$ cat src/hw/rtl/rpc_pkg.sv
// ---------------------------------------------------------------------------
// rpc_pkg
// Shared widths and request types for the rolling correlation block.
// ---------------------------------------------------------------------------
package rpc_pkg;

    // sample and result format
    localparam int SAMPLE_BITS = 16;
    localparam int WLEN_BITS   = 9;
    localparam int QBITS       = 15;

    // wide multiplier: operand width and digit width taken per cycle
    localparam int MUL_W  = 64;
    localparam int DIG_W  = 16;
    localparam int NDIG   = MUL_W / DIG_W;

    // comparison width of the root search: 2*MUL_W plus the Q1.15 headroom
    localparam int ACC_W  = 2 * MUL_W + 2 * QBITS + 2;

    typedef struct packed {
        logic             start;
        logic [MUL_W-1:0] a;
        logic [MUL_W-1:0] b;
    } t_mul_req;

    typedef struct packed {
        logic               start;
        logic [2*MUL_W-1:0] d;
        logic [ACC_W-1:0]   r;
    } t_srch_req;

endpackage

$ cat src/hw/rtl/rpc_qsearch.sv
// ---------------------------------------------------------------------------
// rpc_qsearch
// Largest q < 2^QBITS with q*q*d <= r, one result bit per trial step and compare step.
// ---------------------------------------------------------------------------
module rpc_qsearch
    import rpc_pkg::*;
(
    input  logic             i_clk,
    input  logic             i_rst_n,
    input  t_srch_req        i_req,
    output logic             o_done,
    output logic [QBITS-1:0] o_q
);

    localparam int K_W = $clog2(QBITS);

    logic             r_busy;
    logic             r_done;
    logic             r_ph;
    logic [K_W-1:0]   r_k;
    logic [QBITS-1:0] r_q;
    logic [ACC_W-1:0] r_r;
    logic [ACC_W-1:0] r_lsq;   // q*q*d so far
    logic [ACC_W-1:0] r_f;     // cross term (q*d) << (k+1)
    logic [ACC_W-1:0] r_dk;    // d << 2k
    logic [ACC_W-1:0] r_t;
    logic [ACC_W-1:0] cand;
    logic             take;

    assign cand = r_lsq + r_t;
    assign take = (cand <= r_r);

    // control
    always_ff @(posedge i_clk) begin
        if (!i_rst_n) begin
            r_busy <= 1'b0;
            r_done <= 1'b0;
            r_ph   <= 1'b0;
            r_k    <= '0;
        end else begin
            r_done <= 1'b0;
            if (i_req.start) begin
                r_busy <= 1'b1;
                r_ph   <= 1'b0;
                r_k    <= K_W'(QBITS - 1);
            end else if (r_busy) begin
                r_ph <= !r_ph;
                if (r_ph) begin
                    if (r_k == '0) begin
                        r_busy <= 1'b0;
                        r_done <= 1'b1;
                    end else begin
                        r_k <= r_k - 1'b1;
                    end
                end
            end
        end
    end

    // datapath: trial bit, then compare and keep
    always_ff @(posedge i_clk) begin
        if (i_req.start) begin
            r_r   <= i_req.r;
            r_lsq <= '0;
            r_f   <= '0;
            r_q   <= '0;
            r_dk  <= ACC_W'(i_req.d) << (2 * (QBITS - 1));
        end else if (r_busy) begin
            if (!r_ph) begin
                r_t <= r_f + r_dk;
            end else begin
                if (take) begin
                    r_lsq <= cand;
                    r_f   <= (r_f >> 1) + r_dk;
                    r_q   <= r_q | (QBITS'(1) << r_k);
                end else begin
                    r_f <= r_f >> 1;
                end
                r_dk <= r_dk >> 2;
            end
        end
    end

    assign o_done = r_done;
    assign o_q    = r_q;

endmodule

$ cat config.mk
export PLATFORM = sky130hd
export DESIGN_NAME = rpc_qsearch
export DESIGN_NICKNAME = d
export VERILOG_FILES = /design/src/hw/rtl/rpc_pkg.sv /design/src/hw/rtl/rpc_qsearch.sv
export SDC_FILE = /design/constraint.sdc
export NUM_CORES = 2
export LEC_CHECK = 0
export CAP_MARGIN = 20
export CELL_PAD_IN_SITES_DETAIL_PLACEMENT = 0
export CELL_PAD_IN_SITES_GLOBAL_PLACEMENT = 2
export CORE_MARGIN = 2
export CORE_UTILIZATION = 35
export DETAILED_ROUTE_END_ITERATION = 8
export DONT_BUFFER_PORTS = 1
export HOLD_SLACK_MARGIN = 0.15
export PLACE_DENSITY_LB_ADDON = 0.1
export SYNTH_ARGS = -nofsm -noshare
export SYNTH_HDL_FRONTEND = slang
export SYNTH_SLANG_ARGS = --single-unit
$ cat constraint.sdc
create_clock -name i_clk -period 18.15 [get_ports i_clk]
set_input_delay 2.7225 -clock i_clk [delete_from_list [all_inputs] [get_ports i_clk]]
set_output_delay 2.7225 -clock i_clk [all_outputs]
set_load 0.05 [all_outputs]
After elaboration in Yosys (flattened, before gate mapping)

Cells that the tools add are included.

Logic and storage cells: 50
ROM bits: 0
Memory bits (writable): 0
Input bits: 291
Latch bits: 0
Register bits: 818
Output and inout bits: 16
Memories: 0

$lt $le $gt $ge: 1
Bitwise gates (word level): 6
Divide/modulo/power cells: 0
Equal/unequal tests: 1
Shifts and indexed selects: 1
Multiply operators: 0
Add/subtract/negate cells: 4
Multiplexer cells: 13
Reduce and logical (&&, ||, !) cells: 12

Operators with widths:

| operator             | count |
|---|---|
| $mux 156             | 3 |
| $add 159x156->160    | 1 |
| $add 160x156->160    | 1 |
| $add 160x160->160    | 1 |
| $le 160x160->1       | 1 |
| $mux 160             | 1 |
| $mux 4               | 4 |
| $or 15x15->15        | 1 |
| $shl 1x4->15 const A | 1 |
| $reduce_and 3->1     | 4 |
| $mux 1               | 5 |
| $not 1->1            | 5 |
| $logic_not 4->1      | 1 |
| $reduce_and 2->1     | 2 |
| $reduce_bool 2->1    | 2 |
| $reduce_or 4->1      | 1 |
| $sub 4x1->4 const B  | 1 |
| $ne 2x2->1 const B   | 1 |
| $reduce_or 2->1      | 1 |
| $logic_not 1->1      | 1 |

Longest topological paths before layout

Depth in word-level cells: 5
Gate-level depth with buffers: 33
Mapped depth without buffers: 32

Worst setup path after synthesis

Ideal clock, no wire load.

Path type: input to register
From: input port i_req[288] (netlist name)
To: register r_t[0] (enable)
Path buffers: 5
Library setup time: 909 ps
Arrival: 15326 ps
Stages on the path: 6
Slack: 1915 ps
Cell sequence: clkbuf_1 > clkbuf_1 > buf_1 > clkbuf_1 > clkbuf_1 > nor3b_1

Cells in the longest elaborated chain, start to end: 2

Ends and longest elaborated chain:

| what                       | line              | RTL |
|---|---|---|
| from (decl)                | rpc_qsearch.sv:10 | `input t_srch_req i_req,` |
| $not 1->1 (no line)        | n/a               |  |
| $reduce_and 3->1 (no line) | n/a               |  |
| to (signal assigned)       | rpc_qsearch.sv:70 | `r_t <= r_f + r_dk;` |
| to (decl)                  | rpc_qsearch.sv:26 | `logic [ACC_W-1:0] r_t;` |

Every way passes these cells.
A chain may end at the register's enable or synchronous reset.

Worst setup path in the final report

From: register r_t[7]
To: register r_lsq[30]

Cells in the longest elaborated chain, start to end: 3

Ends and longest elaborated chain:

| what                       | line              | RTL |
|---|---|---|
| $add 160x160->160          | rpc_qsearch.sv:30 | `assign cand = r_lsq + r_t;` |
| net cand[107]              | rpc_qsearch.sv:27 | `logic [ACC_W-1:0] cand;` |
| $le 160x160->1             | rpc_qsearch.sv:31 | `assign take = (cand <= r_r);` |
| $reduce_and 3->1 (no line) | n/a               |  |
| to (signal assigned)       | rpc_qsearch.sv:73 | `r_lsq <= cand;` |
| to (decl)                  | rpc_qsearch.sv:23 | `logic [ACC_W-1:0] r_lsq;` |

The timed path passes the listed nets, and every way through them passes these cells.

==> results_dict.tcl <==
set metrics [dict create \
    outcome "finished clean" \
    post-route-cell-area_sq_um 70600 \
    fin_nets 8824 \
    first_iter_violations 6487 \
    core_area_sq_um 185000 \
    ys_types 87 \
    cp_data_required_time_ns 18.85 \
    grt-ovfl-total 0 \
    initial_core_util 0.352 \
    routed_wl_mm 273 \
    yosysSeqAreaShare 0.320 \
    port_buffers 0 \
    cp.arrival_ns 10.92 \
    drv_slew 0 \
    drt_first_pass_iters 5 \
    die_w_um 436 \
    synth-seq-cells 818 \
    grt_pass1_vias 57500 \
    synth.avg_cell_area_sq_um 7.93 \
    cp_slowest_cell "a211oi_1" \
    cts.hold.buffers_added 0 \
    worst_setup_path_end_kind "flip-flop" \
    syn-cell-area_sq_um 65300 \
    cts_root_buffer "clkbuf_16" \
    dp_hpwl_mm 217 \
    tightestPinTransition_ns 1.13 \
    via_count 61500 \
    max-slew-margin-rel 0.224 \
    path_common_cell "buf_4" \
    cpPeakStageDelay_ns 0.85 \
    tns_ns 0 \
    numCtsBuffers 105 \
    syn_nets 9158 \
    hold_violations 0 \
    clk_pin_slew_ns 0.06 \
    hold_path_class "reg2reg" \
    post_drt_wl_per_cell_um 26.1 \
    clock_skew_ns 0.0593 \
    placed_area_sq_um 66900 \
    ios 307 \
    area_delta_synth_final_pct 8.18 \
    grt_max_degree 738 \
    cts_tree "yes" \
    antenna_left 0 \
    cap_violations 0 \
    period_share 0.563 \
    hold_depth 2 \
    crit_type "reg2reg" \
    die_y_um 436 \
    cp_max_fo 84 \
    rr_worst_depth 29 \
    ir_drop_uv 76.5 \
    fin_util 0.381 \
    setup_violations 0 \
    synth-edff-count 448 \
    track_usage 0.277 \
    powerDensity_nw_per_um2 73.7 \
    syn-instance-count 8231 \
    via_per_inst 5.87 \
    cp-start-kind "flip-flop" \
    antenna_found_initial 12 \
    fmax_mhz 97.8 \
    ys.flop_type "edfxtp_1" \
    routabilityCongestion 0.968 \
    clockBufferDepth 3 \
    postCtsSetupRepairBufs 0 \
    power_mw 5.20 \
    clk-insertion-delay-late_ns 0.81 \
    ys.warnings.count 0 \
    fin_crit_ns 10.23 \
    fp.dieArea_sq_um 190000 \
    async_flop_share 0 \
    rsz0062_at_grt "no" \
    placementRows 158 \
    grt_pass1_wl_mm 398 \
    htree_num_levels 3 \
    ctsResizeCount 0 \
    drive_gt1_frac 0.0337 \
    p_leak_nw 28.8 \
    drcViolationCount 0 \
    clock_sinks 818 \
]
[final timing paths]
check	start	endpoint	slack (ns)
min	r_lsq[10]$_SDFFE_PP0P_	r_lsq[10]$_SDFFE_PP0P_	0.46
max reg2reg	r_t[7]$_DFFE_PP_	r_lsq[30]$_SDFFE_PP0P_	7.92
max	r_t[7]$_DFFE_PP_	r_lsq[30]$_SDFFE_PP0P_	7.92
min reg2reg	r_lsq[10]$_SDFFE_PP0P_	r_lsq[10]$_SDFFE_PP0P_	0.46
[area by class of cell]
type / count / area [sq um]
antenna: 2 / 5.00
sequential: 818 / 20900
multi-input combinational: 6574 / 41300
inverter: 364 / 1370
tap: 2480 / 3100
fill: 19400 / 115000
clock inverter: 65 / 800
clock buffer: 135 / 2880
timing repair buffer: 34 / 284
[worst max-delay path, delay by kind of cell, from the launching register on]
family	cells	cell delay [ns]
AND/OR/NAND/NOR	12	2.97
buffers and inverters	4	2.25
adder cells (fa/ha/maj)	2	0.68
XOR/XNOR	1	0.21
flip-flops	1	0.37
AO/OA/AOI/OAI	10	3.51
[per-layer routing]
metal	wire [um]	GRT usage	vias to the layer above
li1	-	-	29200
met1	145000	0.457	29800
met2	102000	0.360	2092
met3	18600	0.0391	272
met4	7880	0.0778	8
met5	49	0	-
[registers in the layout, summed over array words and instances (netlist names)]
name,cells
r_r,160
r_busy,1
r_t,160
r_k,4
r_lsq,160
o_q,15
r_ph,1
o_done,1
r_f,160
r_dk,156
[cell usage after synthesis, types with 13 or more instances]
cell type	count	area, sq um
o21bai_1	157	1180
o221ai_1	17	149
o21ai_1	18	90.1
clkbuf_1	462	1730
and3_1	36	225
o21ai_0	600	3000
nand2b_1	41	257
edfxtp_1	448	13500
nor2b_1	50	313
ha_1	633	7920
inv_1	363	1360
nand4_1	291	1820
nand2_1	1142	4290
nand3_1	69	345
a211oi_1	136	1020
a31oi_1	66	413
a211o_1	14	123
a21boi_0	35	263
nor3_1	108	541
or3_1	39	244
a21o_1	370	2780
o211ai_1	27	203
a221o_1	18	180
and4_1	24	210
o2111ai_1	13	114
nor2_1	676	2540
xor2_1	171	1500
o21a_1	72	541
mux2i_1	26	260
o41ai_1	14	123
a221oi_1	31	272
nor4_1	38	238
and2_1	35	219
xnor2_1	272	2380
a21oi_1	1122	5620
dfxtp_1	370	7410
o31ai_1	31	233
or2_2	21	131
o31a_1	14	123
[stage by stage]
| stage | hold slack [ns] | setup WS, ns | cells |
|---|---|---|---|
| 2_1_floorplan | 0.436 | 1.92 | 8231 |
| 3_3_place_gp | 0.447 | 8.17 | 10300 |
| 3_5_place_dp | 0.453 | 8.03 | 10300 |
| 4_1_cts | 0.462 | 7.95 | 10500 |
| 5_1_grt | 0.473 | 7.19 | 10500 |
| 6_report | 0.460 | 7.92 | 10500 |
[layout by cell type (no fill, tap or decap), types with 21 or more instances in the layout]
cell type,count
xnor2_1,272
nand3_1,69
o21ai_0,600
a211oi_1,136
ha_1,633
nand4_1,291
a21oi_1,1121
o21a_1,72
o31ai_1,31
nand2b_1,40
nor2_1,675
a31oi_1,66
a221oi_1,31
o211ai_1,27
and2_1,34
nor4_1,38
xor2_1,171
mux2i_1,26
and4_1,24
or2_2,21
a21boi_0,35
nand2_1,1141
inv_1,361
nor3_1,107
edfxtp_1,448
nor2b_1,50
or3_1,39
buf_4,31
a21o_1,370
clkbuf_16,107
dfxtp_1,370
o21bai_1,157
and3_1,36
[report_power, final]
| group | total [mW] | internal (mW) | switching, mW |
|---|---|---|---|
| Sequential | 2.15 | 2.05 | 0.0986 |
| Clock | 2.26 | 1.31 | 0.957 |
| Combinational | 0.790 | 0.249 | 0.541 |
[logic make-up (layout without fill, tap and decap cells)]
logic type,count (synthesis),in the layout,synth area share
compound gates,2858,2858,0.267
xor+xnor,443,443,0.0594
fa+ha+maj,636,636,0.122
buf+inv,839,598,0.0483
flops,818,818,0.320
mux,31,31,0.00485
other cells,0,2,0
simple gates,2606,2606,0.179
Power figures use the tool's default switching activity.
