`src/hw/rtl/rpc_pkg.sv`:
```
// ---------------------------------------------------------------------------
// rpc_pkg
// Shared widths and request types for the rolling correlation block.
// ---------------------------------------------------------------------------
package rpc_pkg;

    // sample and result format
    localparam int SAMPLE_BITS = 16;
    localparam int WLEN_BITS   = 9;
    localparam int QBITS       = 15;

    // wide multiplier: operand width and digit width taken per cycle
    localparam int MUL_W  = 64;
    localparam int DIG_W  = 16;
    localparam int NDIG   = MUL_W / DIG_W;

    // comparison width of the root search: 2*MUL_W plus the Q1.15 headroom
    localparam int ACC_W  = 2 * MUL_W + 2 * QBITS + 2;

    typedef struct packed {
        logic             start;
        logic [MUL_W-1:0] a;
        logic [MUL_W-1:0] b;
    } t_mul_req;

    typedef struct packed {
        logic               start;
        logic [2*MUL_W-1:0] d;
        logic [ACC_W-1:0]   r;
    } t_srch_req;

endpackage

```
`src/hw/rtl/rpc_mul.sv`:
```
// ---------------------------------------------------------------------------
// rpc_mul
// Unsigned MUL_W x MUL_W multiplier, one DIG_W-bit digit of b per cycle.
// ---------------------------------------------------------------------------
module rpc_mul
    import rpc_pkg::*;
(
    input  logic               i_clk,
    input  logic               i_rst_n,
    input  t_mul_req           i_req,
    output logic               o_done,
    output logic [2*MUL_W-1:0] o_prod
);

    localparam int CNT_W = (NDIG > 1) ? $clog2(NDIG) : 1;

    logic                     r_busy;
    logic                     r_done;
    logic [CNT_W-1:0]         r_cnt;
    logic [MUL_W-1:0]         r_a;
    logic [MUL_W-1:0]         r_b;
    logic [MUL_W-1:0]         r_h;
    logic [MUL_W-1:0]         r_l;
    logic [MUL_W+DIG_W-1:0]   s;

    // partial product of one digit plus the running high part
    assign s = (MUL_W+DIG_W)'(r_a) * (MUL_W+DIG_W)'(r_b[DIG_W-1:0])
             + (MUL_W+DIG_W)'(r_h);

    // control
    always_ff @(posedge i_clk) begin
        if (!i_rst_n) begin
            r_busy <= 1'b0;
            r_done <= 1'b0;
            r_cnt  <= '0;
        end else begin
            r_done <= 1'b0;
            if (i_req.start) begin
                r_busy <= 1'b1;
                r_cnt  <= '0;
            end else if (r_busy) begin
                r_cnt <= r_cnt + 1'b1;
                if (r_cnt == CNT_W'(NDIG - 1)) begin
                    r_busy <= 1'b0;
                    r_done <= 1'b1;
                end
            end
        end
    end

    // datapath: shift finished low digits out into r_l
    always_ff @(posedge i_clk) begin
        if (i_req.start) begin
            r_a <= i_req.a;
            r_b <= i_req.b;
            r_h <= '0;
        end else if (r_busy) begin
            r_h <= s[MUL_W+DIG_W-1:DIG_W];
            r_l <= {s[DIG_W-1:0], r_l[MUL_W-1:DIG_W]};
            r_b <= r_b >> DIG_W;
        end
    end

    assign o_done = r_done;
    assign o_prod = {r_h, r_l};

endmodule

```
`config.mk`:
```
export PLATFORM = sky130hd
export DESIGN_NAME = rpc_mul
export DESIGN_NICKNAME = d
export VERILOG_FILES = /design/src/hw/rtl/rpc_pkg.sv /design/src/hw/rtl/rpc_mul.sv
export SDC_FILE = /design/constraint.sdc
export NUM_CORES = 2
export LEC_CHECK = 0
export CORE_MARGIN = 2
export CORE_UTILIZATION = 55
export CTS_CLUSTER_DIAMETER = 30
export DETAILED_ROUTE_END_ITERATION = 6
export DONT_BUFFER_PORTS = 1
export PLACE_DENSITY = 0.72
export SLEW_MARGIN = 10
export SYNTH_ARGS = -nofsm -noshare
export SYNTH_HDL_FRONTEND = slang
export SYNTH_SLANG_ARGS = --single-unit
```
`constraint.sdc`:
```
create_clock -name i_clk -period 15.7 [get_ports i_clk]
set_clock_uncertainty 0.05 [all_clocks]
set_input_delay 3.14 -clock i_clk [delete_from_list [all_inputs] [get_ports i_clk]]
set_output_delay 3.14 -clock i_clk [all_outputs]
set_load 0.03 [all_outputs]
```
# Word level (Yosys, flattened, before mapping)
# Index checks and enable logic that the tools add are counted.
[totals]
in_bits = 131
word_cells = 24
regBits = 260
output_inout_bits = 129
[classes]
n_bitwise = 3
mux = 6
eq_ne = 1
n_addsub = 2
n_reduce_logical = 4
multipliers = 1
[ops]
columns = ["op", "count"]
rows = [
  ["$mux W64", 2],
  ["$add A80 B64 Y80", 1],
  ["$mul A64 B16 Y80", 1],
  ["$mux W1", 4],
  ["$not A1 Y1", 3],
  ["$reduce_or A3 Y1", 1],
  ["$add A2 B1 Y2 const B", 1],
  ["$eq A2 B2 Y1 const B", 1],
  ["$reduce_and A2 Y1", 1],
  ["$reduce_bool A2 Y1", 1],
  ["$reduce_or A2 Y1", 1],
]

# Longest topological paths before layout
[depth]
word_depth = 4
ltp_mapped = 26
depth_no_buf = 24

# Worst setup path before layout
# No wires, ideal clock.
[synth_path]
kind = "register -> register"
from = "register r_b[7]"
to = "register r_h[62]"
stages_incl_launch_ff = 27
n_path_buf = 3
period_less_slack_ns = 6.558
t_arrival_ns = 6.282
t_required_ns = 15.424
setup_time_ns = 0.226
path_slack_ns = 9.142
cell_sequence = "edfxtp_1 clkbuf_1 clkbuf_1 nand2_1 fa_1 inv_1 fa_1 inv_1 fa_1 inv_1 fa_1 fa_1 inv_1 fa_1 inv_1 ha_1 and2_1 buf_8 and4_1 a31oi_1 a31oi_2 a31oi_2 nor4_1 nor3_1 o2111ai_1 xnor2_1 o22ai_1"
[synth_via]
elab_chain_len = 2
[synth_lines]
columns = ["item", "line", "source"]
rows = [
  ["from (decl)", "rpc_mul.sv:21", "logic [MUL_W-1:0] r_b;"],
  ["from (signal assigned)", "rpc_mul.sv:55", "r_b <= i_req.b;"],
  ["from (signal assigned)", "rpc_mul.sv:60", "r_b <= r_b >> DIG_W;"],
  ["$mul A64 B16 Y80", "rpc_mul.sv:27", "assign s = (MUL_W+DIG_W)'(r_a) * (MUL_W+DIG_W)'(r_b[DIG_W-1:0])"],
  ["$add A80 B64 Y80", "rpc_mul.sv:28", "+ (MUL_W+DIG_W)'(r_h);"],
  ["to (signal assigned)", "rpc_mul.sv:58", "r_h <= s[MUL_W+DIG_W-1:DIG_W];"],
  ["to (decl)", "rpc_mul.sv:22", "logic [MUL_W-1:0] r_h;"],
]
# No other way between the ends.
# A chain may end at the register's enable or synchronous reset.

# Worst setup path in the final report
[layout_path]
from = "register r_b[10]"
to = "register r_h[62]"
# Same word-level chain as after synthesis.

==> metrics.txt <==
# TYPE chip_impl_metric gauge
chip_impl_info{name="outcome",value="complete, no violations"} 1
chip_impl_metric{name="max_freq",unit="MHz"} 126.2
chip_impl_info{name="grt_setup_unrepaired",value="false"} 1
chip_impl_metric{name="worst_pin_slew",unit="ns"} 1.090
chip_impl_metric{name="slew_headroom",unit=""} 0.2709
chip_impl_metric{name="dieHeight",unit="um"} 282.3
chip_impl_metric{name="postSynthCellCount",unit=""} 4467
chip_impl_metric{name="report.final.hold_viol_count",unit=""} 0
chip_impl_metric{name="die_w",unit="um"} 282.3
chip_impl_metric{name="asyncSetResetFlopFracSynth",unit=""} 0
chip_impl_metric{name="total_routing_usage_gr",unit=""} 0.3055
chip_impl_metric{name="grt_remaining_overflow",unit=""} 0
chip_impl_metric{name="detail_route.iter0.violations",unit=""} 1882
chip_impl_metric{name="floorplan.rows",unit=""} 102
chip_impl_metric{name="start_util",unit=""} 0.5526
chip_impl_metric{name="drv_slew",unit=""} 0
chip_impl_metric{name="synth_sequential_area_ratio",unit=""} 0.1673
chip_impl_info{name="path_cells",value="buf_4, buf_4, nand2_1, fa_1, inv_1, fa_1, fa_1, fa_1, fa_1, inv_1, fa_1, inv_1, ha_1, and2_1, and4_1, a31oi_1, a31oi_2, a31oi_2, nor4_1, nor3_1, o2111ai_1, xnor2_1, o22ai_1"} 1
chip_impl_metric{name="avg_wl_per_cell",unit="um"} 21.09
chip_impl_metric{name="number_of_global_route_vias_before_repair",unit=""} 33091
chip_impl_info{name="layout.cells.most_common",value="inv_1"} 1
chip_impl_metric{name="synth.cell_area",unit="um^2"} 42600
chip_impl_info{name="grt_most_used_layer",value="met2"} 1
chip_impl_metric{name="core_area",unit="um^2"} 77080
chip_impl_metric{name="worst_setup_hold_path_clk_slew",unit="ns"} 0.04
chip_impl_metric{name="synth_edf_count",unit=""} 192
chip_impl_info{name="worst_setup_path_category",value="flip-flop to flip-flop"} 1
chip_impl_info{name="cts_tree",value="done"} 1
chip_impl_metric{name="io_pins",unit=""} 260
chip_impl_metric{name="clock_latency_of_the_later_clocked_register_in_the_worst_skew_pair",unit="ns"} 0.63
chip_impl_metric{name="syn-mean-instance-area",unit="um^2"} 9.536
chip_impl_metric{name="crit_required",unit="ns"} 16.12
chip_impl_info{name="end_kind",value="flip-flop"} 1
chip_impl_info{name="cts_root_buf",value="clkbuf_16"} 1
chip_impl_metric{name="groute.layer.met3.usage",unit=""} 0.07079
chip_impl_metric{name="area_grow_syn2layout",unit="%"} 7.167
chip_impl_info{name="worst_setup_path_start_kind",value="flip-flop"} 1
chip_impl_metric{name="clkSinkCount",unit=""} 260
chip_impl_metric{name="nets",unit=""} 5561
chip_impl_metric{name="grt_pass1_wl",unit="mm"} 185.2
chip_impl_metric{name="drcViolationCount",unit=""} 0
chip_impl_metric{name="yosysWarningCount",unit=""} 0
chip_impl_metric{name="max_cap_violations",unit=""} 0
chip_impl_metric{name="grt_util_met2",unit=""} 0.5143
chip_impl_metric{name="critical_path_arrival",unit="ns"} 8.34
chip_impl_metric{name="grt_antenna_before_repair",unit=""} 4
chip_impl_metric{name="groute.layer.met1.usage",unit=""} 0.3866
chip_impl_metric{name="synthesis.nets",unit=""} 5683
chip_impl_metric{name="final_min_period_over_clock_period",unit=""} 0.5048
chip_impl_metric{name="critical_path.max_stage_delay",unit="ns"} 0.60
chip_impl_metric{name="final.fill_count",unit=""} 6631
chip_impl_metric{name="cts.hold.buffers_added",unit=""} 0
chip_impl_metric{name="place_worst_setup_slack",unit="ns"} 7.862
chip_impl_metric{name="port_buffer_count",unit=""} 0
chip_impl_metric{name="via_per_inst",unit=""} 5.509
chip_impl_metric{name="tns",unit="ns"} 0
chip_impl_metric{name="routed_wl",unit="mm"} 114.9
chip_impl_metric{name="max-clock-path-buffers",unit=""} 3
chip_impl_metric{name="footprint_of_the_multi_input_gates",unit="um^2"} 30300
chip_impl_metric{name="timing.final.ws_setup",unit="ns"} 7.775
chip_impl_metric{name="layout-drive-gt1-share",unit=""} 0.05062
chip_impl_info{name="layout.cells.most_common_list",value="1123 x inv_1, 930 x fa_1, 709 x nand2_1"} 1
chip_impl_info{name="cp_slowest_cell",value="nor3_1"} 1
chip_impl_metric{name="die_area",unit="um^2"} 79690
chip_impl_metric{name="cts_htree_levels",unit=""} 3
chip_impl_metric{name="final_critical_period",unit="ns"} 7.925
chip_impl_metric{name="post-cts-setup-buffer-count",unit=""} 0
chip_impl_info{name="dominantRegCellSynth",value="edfxtp_1"} 1
chip_impl_metric{name="numCtsBuffers",unit=""} 75
chip_impl_metric{name="drt_pre_antenna_iters",unit=""} 7
chip_impl_metric{name="seq_area",unit="um^2"} 7128
chip_impl_metric{name="number_of_distinct_library_cells_after_synthesis",unit=""} 76
chip_impl_metric{name="synth_seq_cells",unit=""} 260
chip_impl_metric{name="setup-violations-final",unit=""} 0
chip_impl_metric{name="place_congestion",unit=""} 0.9560
chip_impl_metric{name="timing.critical_path.fanout_max",unit=""} 35
chip_impl_info{name="hold_class",value="flip-flop to flip-flop"} 1
chip_impl_metric{name="timing.reg2reg.setup_slack",unit="ns"} 7.77
chip_impl_metric{name="detailed_place_hpwl",unit="mm"} 87.24
chip_impl_metric{name="final_antenna_net_count",unit=""} 0
chip_impl_info{name="critical-path-top-cell-by-count",value="fa_1"} 1
chip_impl_metric{name="postCtsResizedCells",unit=""} 0
chip_impl_metric{name="route.vias.total",unit=""} 30014
chip_impl_metric{name="grt_start_max_net_pins",unit=""} 163
## registers in the layout (all words and copies together) (netlist names)
| register | cells |
|---|---|
| r_b | 64 |
| r_busy | 1 |
| r_l | 64 |
| r_h | 64 |
| o_done | 1 |
| r_cnt | 2 |
| r_a | 64 |
## per-layer routing
layer	wire length (um)	vias up	share of wire
li1	-	12909	-
met1	44150	15654	0.38
met2	56900	1192	0.50
met3	9568	257	0.083
met4	4258	2	0.037
met5	11	-	0.000096
## stage by stage
stage,cell area (um^2),instances,util,hold slack [ns]
finish,45650,5448,0.5922,0.4568
global route,45650,5448,0.5922,0.5000
CTS,45640,5445,0.5921,0.4637
detailed placement,43260,5308,0.5613,0.4514
global placement,43260,5308,0.5613,0.4342
floorplan,42600,4467,-,0.4146
## layout make-up
class,instances,share of cell area
multi-input cells,2842,0.6638
clock inverters,41,0.008113
flip-flops and latches,260,0.1561
diodes,3,0.0001645
clock buffers,96,0.04399
well taps,1040,0.02850
repair buffers,41,0.006742
inverters,1125,0.09259
## worst max-delay path, delay by kind of cell (launching register included)
family                     cells  cell delay (ns)
adders and majority gates      7             3.37
and+or+nand+nor                5             1.43
AOI/OAI and AO/OA              5             1.29
buffers and inverters          5             1.09
DFF                            1             0.33
xor gates and xnor gates       1             0.19
## cells by family after synthesis
group	after synthesis	share of synthesized area
and+or+nand+nor	1285	0.1429
muxes	75	0.01903
DFF	260	0.1673
buffers and inverters	1365	0.1214
adders and majority gates	1085	0.4826
xor gates and xnor gates	74	0.01522
AOI/OAI and AO/OA	323	0.05149
## cell usage after synthesis (all sizes together) (16+ instances only)
| cell type | n | area (um^2) |
|---|---|---|
| fa | 930 | 18620 |
| and2 | 399 | 2499 |
| o22ai | 31 | 206.4 |
| dfxtp | 68 | 1361 |
| nand2 | 710 | 2668 |
| ha | 155 | 1939 |
| nor2 | 70 | 262.8 |
| a21oi | 94 | 470.5 |
| inv | 1125 | 4223 |
| o21bai | 17 | 127.6 |
| xor2 | 19 | 166.4 |
| edfxtp | 192 | 5766 |
| a21o | 45 | 337.8 |
| o21ai | 56 | 291.5 |
| mux2i | 27 | 270.3 |
| mux2 | 48 | 540.5 |
| nand4 | 38 | 237.7 |
| buf | 28 | 153.9 |
| xnor2 | 55 | 481.7 |
| clkbuf | 212 | 795.8 |
| nand3 | 16 | 80.08 |
## worst paths after layout
check / startpoint / endpoint / cells past startpoint
worst max-delay path: r_b[10] / r_h[62] / 23
worst min-delay path: r_cnt[1] / r_cnt[1] / 2
worst max register to register: r_b[10] / r_h[62] / 23
worst min register to register: r_cnt[1] / r_cnt[1] / 2
Power is left out: the tool's default activity adds up to more than one toggle a clock period on the data nets, which glitch-free logic cannot reach.
